`src/rtl/kslpd_pkg.sv`:
```
// Shared types and constants for the key short/long press detector.
// Used by kslpd_key_cell and key_short_long_press_detector_top; no dependencies.
`default_nettype none

package kslpd_pkg;

  // Sizes
  localparam int unsigned NumKeys    = 4;
  localparam int unsigned CountWidth = 16;
  localparam int unsigned LevelWidth = 4;
  localparam int unsigned ThrWidth   = 16;
  localparam int unsigned CodeWidth  = 4;
  localparam int unsigned IdxWidth   = $clog2((NumKeys > 1) ? NumKeys : 2);
  // Width wide enough to compare a hold count with the threshold
  localparam int unsigned CmpWidth   = (CountWidth > ThrWidth) ? CountWidth : ThrWidth;

  localparam logic [ThrWidth-1:0] ThrReset = ThrWidth'(200);

  typedef logic [CountWidth-1:0] count_t;
  typedef logic [ThrWidth-1:0]   thr_t;
  typedef logic [LevelWidth-1:0] level_t;
  typedef logic [CodeWidth-1:0]  code_t;
  typedef logic [IdxWidth-1:0]   key_idx_t;
  typedef logic [CmpWidth-1:0]   cmp_t;

  // Per-key result of one scan tick, before the priority walk
  typedef struct packed {
    logic   short_ev;
    logic   long_ev;
    count_t count_next;
  } key_res_t;

endpackage

`default_nettype wire

```
`src/rtl/kslpd_key_cell.sv`:
```
// One key's press evaluation for a scan tick: next hold count and events.
// Depends on kslpd_pkg.
`default_nettype none

module kslpd_key_cell (
  input  logic              pressed_i,
  input  logic              prev_i,
  input  kslpd_pkg::count_t count_i,
  input  kslpd_pkg::thr_t   thr_i,
  output kslpd_pkg::key_res_t res_o
);
  import kslpd_pkg::*;

  count_t inc;
  cmp_t   cnt_x;
  cmp_t   inc_x;
  cmp_t   thr_x;

  // Saturating increment
  assign inc   = (count_i == '1) ? count_i : count_i + count_t'(1);
  assign cnt_x = CmpWidth'(count_i);
  assign inc_x = CmpWidth'(inc);
  assign thr_x = CmpWidth'(thr_i);

  always_comb begin
    res_o.short_ev   = 1'b0;
    res_o.long_ev    = 1'b0;
    res_o.count_next = '0;
    if (pressed_i && prev_i) begin
      // still held: count up, long press only when landing on the threshold
      res_o.count_next = inc;
      res_o.long_ev    = (inc_x == thr_x) && (cnt_x != thr_x);
    end else if (!pressed_i && prev_i && (cnt_x < thr_x)) begin
      // early release: short press, count kept until next released tick
      res_o.short_ev   = 1'b1;
      res_o.count_next = count_i;
    end
  end

endmodule

`default_nettype wire

```
`src/rtl/key_short_long_press_detector_top.sv`:
```
// Key short/long press detector: one event code per scan tick.
// Input register -> key evaluation -> result register; one item per cycle sustained
// while the result channel does not stall.
// Reset (async, active low) releases all keys, clears hold counts and both
// valid stages, and loads the long-press threshold with 200.
// Depends on kslpd_pkg and kslpd_key_cell.
`default_nettype none

module key_short_long_press_detector_top (
  input  logic              clk_i,
  input  logic              rst_ni,
  // configuration
  input  logic              cfg_we_i,
  input  kslpd_pkg::thr_t   cfg_wdata_i,
  // input channel
  input  logic              in_valid_i,
  output logic              in_stall_o,
  input  kslpd_pkg::level_t key_levels_i,
  // result channel
  output logic              out_valid_o,
  input  logic              out_stall_i,
  output kslpd_pkg::code_t  event_code_o
);
  import kslpd_pkg::*;

  thr_t     thr_q;
  logic     s1_vld_q, s1_vld_d;
  level_t   s1_lvl_q;
  logic     out_vld_q, out_vld_d;
  code_t    code_q, code_d;
  logic     pressed_q [NumKeys];
  logic     pressed_d [NumKeys];
  count_t   count_q [NumKeys];
  count_t   count_d [NumKeys];
  key_res_t res [NumKeys];
  key_idx_t sel_idx;
  logic     sel_long;
  logic     out_free, adv, accept;

  // Handshake: result register frees up when empty or its transfer completes
  assign out_free   = !out_vld_q || !out_stall_i;
  assign adv        = s1_vld_q && out_free;
  assign in_stall_o = s1_vld_q && !out_free;
  assign accept     = in_valid_i && !in_stall_o;

  assign s1_vld_d  = accept ? 1'b1 : (adv ? 1'b0 : s1_vld_q);
  assign out_vld_d = adv ? 1'b1 : (out_stall_i ? out_vld_q : 1'b0);

  // Per-key evaluation; keys beyond the level field read as pressed
  for (genvar k = 0; k < NumKeys; k++) begin : g_key
    if (k < LevelWidth) begin : g_pin
      assign pressed_d[k] = ~s1_lvl_q[k];
    end else begin : g_nopin
      assign pressed_d[k] = 1'b1;
    end
    kslpd_key_cell u_cell (
      .pressed_i (pressed_d[k]),
      .prev_i    (pressed_q[k]),
      .count_i   (count_q[k]),
      .thr_i     (thr_q),
      .res_o     (res[k])
    );
  end

  // Priority walk: first event wins, later keys keep their counts
  always_comb begin
    logic stop;
    stop     = 1'b0;
    code_d   = '0;
    sel_idx  = '0;
    sel_long = 1'b0;
    for (int k = 0; k < NumKeys; k++) begin
      count_d[k] = stop ? count_q[k] : res[k].count_next;
      if (!stop && (res[k].short_ev || res[k].long_ev)) begin
        stop     = 1'b1;
        sel_idx  = IdxWidth'(k);
        sel_long = res[k].long_ev;
        code_d   = res[k].long_ev ? CodeWidth'(k + 1 + NumKeys) : CodeWidth'(k + 1);
      end
    end
  end

  // Control and key state
  always_ff @(posedge clk_i or negedge rst_ni) begin
    if (!rst_ni) begin
      thr_q     <= ThrReset;
      s1_vld_q  <= 1'b0;
      out_vld_q <= 1'b0;
      pressed_q <= '{default: 1'b0};
      count_q   <= '{default: '0};
    end else begin
      if (cfg_we_i) begin
        thr_q <= cfg_wdata_i;
      end
      s1_vld_q  <= s1_vld_d;
      out_vld_q <= out_vld_d;
      if (adv) begin
        pressed_q <= pressed_d;
        count_q   <= count_d;
      end
    end
  end

  // Payload registers
  always_ff @(posedge clk_i) begin
    if (accept) begin
      s1_lvl_q <= key_levels_i;
    end
    if (adv) begin
      code_q <= code_d;
    end
  end

  assign out_valid_o  = out_vld_q;
  assign event_code_o = code_q;

  // Checks
  a_adv_fills_out : assert property (@(posedge clk_i) disable iff (!rst_ni)
    adv |=> out_vld_q)
    else $error("scan result not registered");

  a_code_range : assert property (@(posedge clk_i) disable iff (!rst_ni)
    out_vld_q |-> (int'(code_q) <= 2 * NumKeys))
    else $error("event code out of range");

  a_long_at_thr : assert property (@(posedge clk_i) disable iff (!rst_ni)
    (adv && sel_long) |=>
      (CmpWidth'(count_q[$past(sel_idx)]) == CmpWidth'($past(thr_q))))
    else $error("long press count not at threshold");

  a_no_stall_empty : assert property (@(posedge clk_i) disable iff (!rst_ni)
    in_stall_o |-> (s1_vld_q && out_vld_q))
    else $error("input stalled with free stages");

endmodule

`default_nettype wire

```
`config.mk`:
```
export PLATFORM = sky130hd
export DESIGN_NAME = key_short_long_press_detector_top
export DESIGN_NICKNAME = d
export VERILOG_FILES = /design/src/rtl/kslpd_pkg.sv /design/src/rtl/kslpd_key_cell.sv /design/src/rtl/key_short_long_press_detector_top.sv
export SDC_FILE = /design/constraint.sdc
export NUM_CORES = 1
export LEC_CHECK = 0
export BUFFER_PORTS_ARGS = -buffer_cell sky130_fd_sc_hd__buf_2
export CAP_MARGIN = 20
export CORE_MARGIN = 2
export CORE_UTILIZATION = 25
export CTS_BUF_LIST = sky130_fd_sc_hd__clkbuf_4 sky130_fd_sc_hd__clkbuf_8
export CTS_CLUSTER_SIZE = 25
export DETAILED_ROUTE_END_ITERATION = 6
export PLACE_DENSITY = 0.36
export SYNTH_ARGS = -nofsm -noshare
export SYNTH_HDL_FRONTEND = slang
export SYNTH_SLANG_ARGS = --single-unit
```
`constraint.sdc`:
```
create_clock -name clk_i -period 4.26 [get_ports clk_i]
set_input_delay 0.852 -clock clk_i [delete_from_list [all_inputs] [get_ports clk_i]]
set_output_delay 0.852 -clock clk_i [all_outputs]
set_load 0.03 [all_outputs]
```
==> metrics, run 1 <==
Worst Tran Pin Value=~800 ps; htree depth=3; number of flops mapped to enable cells by yosys=8; min cycle time layout=between 3000 and 4000 ps; synthesized flop and latch total=94; Reg area=2400 um^2; # placed instances=1,580; Max Cap Viol=0; setup repair bufs after CTS=0; final setup vio count=0; fill count=3,886; reg-to-reg slack, setup=between 400 and 500 ps; final setup TNS=0 ps; Max stage delay cell, worst path=nor4_1; ratio of cells with drive above 1 in the final layout=0.152; top cells by count, synth=115 x nand2_1, 83 x dfrtp_1, 68 x ha_1; worst hold path depth=1; cell family with most CP delay=simple AND/OR/NAND/NOR gates; CP Capture Type=register; maximum VDD drop=between 0.15 and 0.2 mV; Root Buffer Master=clkbuf_8; clock latency on the worst-skew pair=around 440 ps; Max Fanout on Critical Path=20; die width=between 150 and 200 um; syn_area_per_cell=roughly 8.2 um^2; GR Util All Layers=0.192; Non-Filler Instances=about 1,600; Avg WL per Cell=between 20 and 25 um; fin nets=1,223; Post-DRT Antenna Nets=0; CP required=about 4600 ps; worst slack at placement=440 ps; area delta synth->final=12.2%; Hold Path Class=register to register; cts hold-fix bufs=0; Max Freq=~260 MHz; Slew Viols, Final=0; first drt pass iteration count=5; final hold violations=0; largest net degree at the start of global routing=54; CTS tree=built; LEAKAGE=4.13 nW; run status=complete, no violations; via/cell ratio=~5.4; Most used DFF post-synth=dfrtp_1; Num Clock Sinks=94; Cell variety after synth=95; Placer Congestion=0.883; post_cts resized=0; core area=35,600 um^2; first-pass GRT wire length=roughly 55,000 um; pwr/cell area=257 nW/um^2; period utilization=0.906; CTS buffer count=9; most common cell in the netlist=nand2_1; setup ws final=around 400 ps; startpoint type of the worst setup path=register; crit-path cells=ha_1 > nand4_2 > buf_4 > nor4_1 > mux2_2 > a211oi_1 > nand4_1 > or4_4 > and3_4 > nand3_2 > buf_4 > mux2_2; worst path arrival time=approximately 4200 ps; post-synth net total=1,189; area of the multi-input gates=6120 um^2; Yosys top cell area share=0.230; Post-synth ARST share=0.915; diode count=0; Buf/Inv on CP=2; Yosys top cell by area=dfrtp_1; Vias=around 8,700; FP Rows=69; die footprint=between 30,000 and 40,000 um^2; Cell Area, Synth=between 9000 and 10,000 um^2; I/O pin cnt=31; reg2reg path depth=12; RSZ-0062 raised after global routing=false; slew margin rel.=0.459; die height=approximately 190 um; Buffers on Ports=30; CTS Buffer Depth=2; CP peak stage delay=around 490 ps; final wirelength=around 36,000 um; Syn. warnings=0; Syn Inst Count=~1,100; Crit path depth=12; post-synthesis sequential area ratio=0.266; initial core utilization=0.254; initial antenna violation count=0; Clock Pin Slew Worst Setup and Hold Paths=110 ps; GR Overflow Total=0; fin util=0.285; clock skew=approximately 13 ps; hpwl dp=roughly 27,000 um; vias in the first global route=about 8,500; DRC errors left=0; Setup CP Type=register to register; DR iter-0 viols=between 600 and 700; ranking of synthesized cells by area=dfrtp_1 23%, ha_1 9.4%, xnor2_1 5.2%, nand2_1 4.8%, o21ai_0 3.6%
sequential cells by signal, indices dropped and copies added (netlist names):
register	count
count_q	64
s1_vld_q	1
pressed_q	4
event_code_o	4
out_valid_o	1
thr_q	16
s1_lvl_q	4
area by class of cell:
class | count | share of cell area
clock buffer | 9 | 0.0122
sequential | 94 | 0.237
tap | 461 | 0.0570
timing repair buffer | 97 | 0.0648
inverter | 33 | 0.0122
clock inverter | 7 | 0.0121
multi-input combinational | 895 | 0.605
routing by layer:
layer  track usage  part of all wire  wire length (um)
met1         0.273              0.48             17300
met2         0.298              0.45             16000
met3        0.0277             0.045              1610
met4        0.0640             0.025               910
met5             0                 0                 0
placed cells by master (no fill, tap or decap), drive strengths merged, types with 19 or more instances in the layout:
cell type | netlist | layout
a31oi | 29 | 29
a21oi | 48 | 48
nor3 | 22 | 22
xor2 | 20 | 20
nor4 | 30 | 30
inv | 32 | 32
ha | 68 | 68
nor2 | 68 | 68
xnor2 | 54 | 54
and3 | 19 | 19
buf | 34 | 97
dfrtp | 83 | 83
o21ai | 67 | 67
nand4 | 49 | 49
nand2 | 116 | 116
nand3 | 61 | 61
stage by stage:
| step | area [um^2] | total power [W] | hold WS (ps) |
|---|---|---|---|
| floorplan | 9020 | 0.00150 | 457 |
| finish | 10100 | 0.00261 | 494 |
| global placement | 9880 | 0.00182 | 472 |
| detailed placement | 9880 | 0.00182 | 478 |
| CTS | 10100 | 0.00264 | 504 |
| global route | 10100 | 0.00275 | 522 |
logic make-up after synthesis:
group           count (synthesis)  share of synthesized area
compound gates                274                      0.210
xor+xnor                       75                     0.0743
fa+ha+maj                      68                     0.0943
buf+inv                       107                     0.0557
flops                          94                      0.266
mux                            15                     0.0176
simple gates                  463                      0.283
path summary, 6_finish.rpt:
check | end | from
max | count_q[13]$_DFFE_PN0P_ | count_q[33]$_DFFE_PN0P_
min | out_valid_o$_DFFE_PN0P_ | s1_vld_q$_DFFE_PN0P_
max reg2reg | count_q[13]$_DFFE_PN0P_ | count_q[33]$_DFFE_PN0P_
min reg2reg | out_valid_o$_DFFE_PN0P_ | s1_vld_q$_DFFE_PN0P_
max in group asynchronous | thr_q[7]$_DFFE_PN1P_ | rst_ni
min in group asynchronous | count_q[16]$_DFFE_PN0P_ | rst_ni
report_power, final:
group | switching, W | internal, W | total [W]
sequential | 0.0000407 | 0.000949 | 0.000990
clock | 0.000413 | 0.000391 | 0.000805
combinational | 0.000520 | 0.000291 | 0.000811
total | 0.000974 | 0.00163 | 0.00261
Note: power is estimated with default switching activity, not from simulation.
==> run 2, diff against run 1 <==
==> constraint.sdc (replaced) <==
create_clock -name clk_i -period 5 [get_ports clk_i]
set_input_delay 1 -clock clk_i [delete_from_list [all_inputs] [get_ports clk_i]]
set_output_delay 1 -clock clk_i [all_outputs]
set_load 0.03 [all_outputs]
==> metrics, run 2 (same netlist as run 1, synthesis figures left out) <==
setup ws final=~710 ps; pwr/cell area=roughly 210 nW/um^2; die width=~190 um; Max stage delay cell, worst path=or4_4; run status=complete, no violations; core area=~36,000 um^2; Largest register FFs=64; hold path startpoint=s1_vld_q$_DFFE_PN0P_; # placed instances=roughly 1,500; via/cell ratio=approximately 5.4; crit-path cells=ha_1 > and4_1 > nand4_2 > and4_2 > or4_1 > or4_4 > and3_4 > nand3_2 > mux2_2; Buf/Inv on CP=0; biggest regs=count_q (64), thr_q (16); worst path arrival time=approximately 4600 ps; Min-Delay Endpoint=out_valid_o$_DFFE_PN0P_; area of the multi-input gates=roughly 6100 um^2; LEAKAGE=a little under 4 nW; WL met2=around 16,000 um; Non-Filler Instances=1,554; Seq pwr share=0.436; hpwl dp=approximately 26,000 um; Buffers on Ports=30; Max Used Layer=met4; CP Capture Type=register; first drt pass iteration count=5; Max Cap Viol=0; Internal=~0.0012 W; Met1 Wirelength=~17,000 um; Clock Pin Slew Worst Setup and Hold Paths=between 100 and 150 ps; Vias=8,461; I/O pin cnt=31; CTS buffer count=9; clock skew=approximately 21 ps; Max Freq=233 MHz; period utilization=0.858; Avg WL per Cell=22.7 um; CTS Buffer Depth=2; worst slack at placement=approximately 740 ps; Placer Congestion=between 0.8 and 0.9; startpoint type of the worst setup path=register; DRC errors left=0; initial core utilization=0.254; metal3 WL=between 1500 and 2000 um; cts hold-fix bufs=0; setup repair bufs after CTS=0; area delta synth->final=7.92%; Max Fanout on Critical Path=20; GR Util All Layers=0.189; final setup TNS=0 ps; maximum VDD drop=approximately 0.12 mV; Slew Viols, Final=0; cell family with most CP delay=simple AND/OR/NAND/NOR gates; CP required=5330 ps; Worst Tran Pin Value=slightly above 900 ps; DR iter-0 viols=605; reg-to-reg slack, setup=~710 ps; final wirelength=35,200 um; FP Rows=69; initial antenna violation count=0; vias in the first global route=around 8,400; CP peak stage delay=between 500 and 600 ps; R2R Path End=count_q[13]$_DFFE_PN0P_; diode count=0; fill count=between 3,000 and 4,000; RSZ-0062 raised after global routing=false; die footprint=about 38,000 um^2; die height=slightly below 200 um; Num Clock Sinks=94; Root Buffer Master=clkbuf_8; CTS tree=built; htree depth=3; fin nets=approximately 1,200; first-pass GRT wire length=between 50,000 and 60,000 um; launching point of the worst reg2reg path=count_q[32]$_DFFE_PN0P_; reg2reg path depth=9; Post-DRT Antenna Nets=0; post_cts resized=0; Switching Fraction=0.401; commonest non-fill, non-tap cell in the layout=nand2_1; sw power=0.000811 W; Reg area=2400 um^2; commonest cells after routing, fill and taps aside=115 x nand2_1, 83 x dfrtp_1, 68 x ha_1; final hold violations=0; slew margin rel.=0.384; GR Overflow Total=0; ratio of cells with drive above 1 in the final layout=0.119; Clk pwr share=0.269; min cycle time layout=~4300 ps; Most flops, register=count_q; worst hold path depth=1; Setup CP Type=register to register; final hold slack=slightly below 500 ps; combinational share of power=0.295; Hold Path Class=register to register; clock latency on the worst-skew pair=about 430 ps; largest net degree at the start of global routing=45; final setup vio count=0
-- run 2: cell count changes in the layout (fill, tap and decap cells not counted) --
cell,previous run,this run
clkinvlp_4,2,3
inv_6,0,2
buf_4,68,26
clkinv_2,0,1
clkbuf_4,0,1
bufinv_16,3,0
clkinv_4,2,0
-- run 2: routing by layer --
layer,global-route usage,vias to the layer above
met5,0,-
met3,0.0336,41
met4,0.0651,0
li1,-,4105
met1,0.259,4108
met2,0.299,207
-- run 2: metrics by stage --
step / total power [W] / util / cell area (um^2)
after global placement: 0.00150 / 0.269 / 9560
after floorplan: 0.00128 / - / 9020
after global routing: 0.00215 / 0.274 / 9740
final: 0.00202 / 0.274 / 9740
after detailed placement: 0.00150 / 0.269 / 9560
after CTS: 0.00205 / 0.274 / 9740
-- run 2: layout make-up --
cell class                 count  share of cell area
sequential                    94               0.246
clock inverter                 6             0.00463
multi-input combinational    895               0.629
clock buffer                  10              0.0135
inverter                      33              0.0127
tap                          461              0.0592
timing repair buffer          55              0.0349
-- run 2: power by group through the flow --
stage | combinational, W | sequential (W) | clock [W]
CTS | 0.000605 | 0.000882 | 0.000568
global route | 0.000660 | 0.000889 | 0.000597
finish | 0.000598 | 0.000882 | 0.000544
detailed placement | 0.000601 | 0.000896 | 0
floorplan | 0.000421 | 0.000860 | 0
global placement | 0.000607 | 0.000897 | 0
-- run 2: worst max-delay path by stage --
stage,cells past startpoint,end,from,slack [ps]
after CTS,9,count_q[13]$_DFFE_PN0P_,count_q[32]$_DFFE_PN0P_,730
after global routing,10,count_q[13]$_DFFE_PN0P_,count_q[33]$_DFFE_PN0P_,500
after global placement,10,count_q[13]$_DFFE_PN0P_,count_q[32]$_DFFE_PN0P_,750
final,9,count_q[13]$_DFFE_PN0P_,count_q[32]$_DFFE_PN0P_,710
after detailed placement,10,count_q[13]$_DFFE_PN0P_,count_q[32]$_DFFE_PN0P_,740
after floorplan,12,count_q[13]$_DFFE_PN0P_,count_q[32]$_DFFE_PN0P_,1470
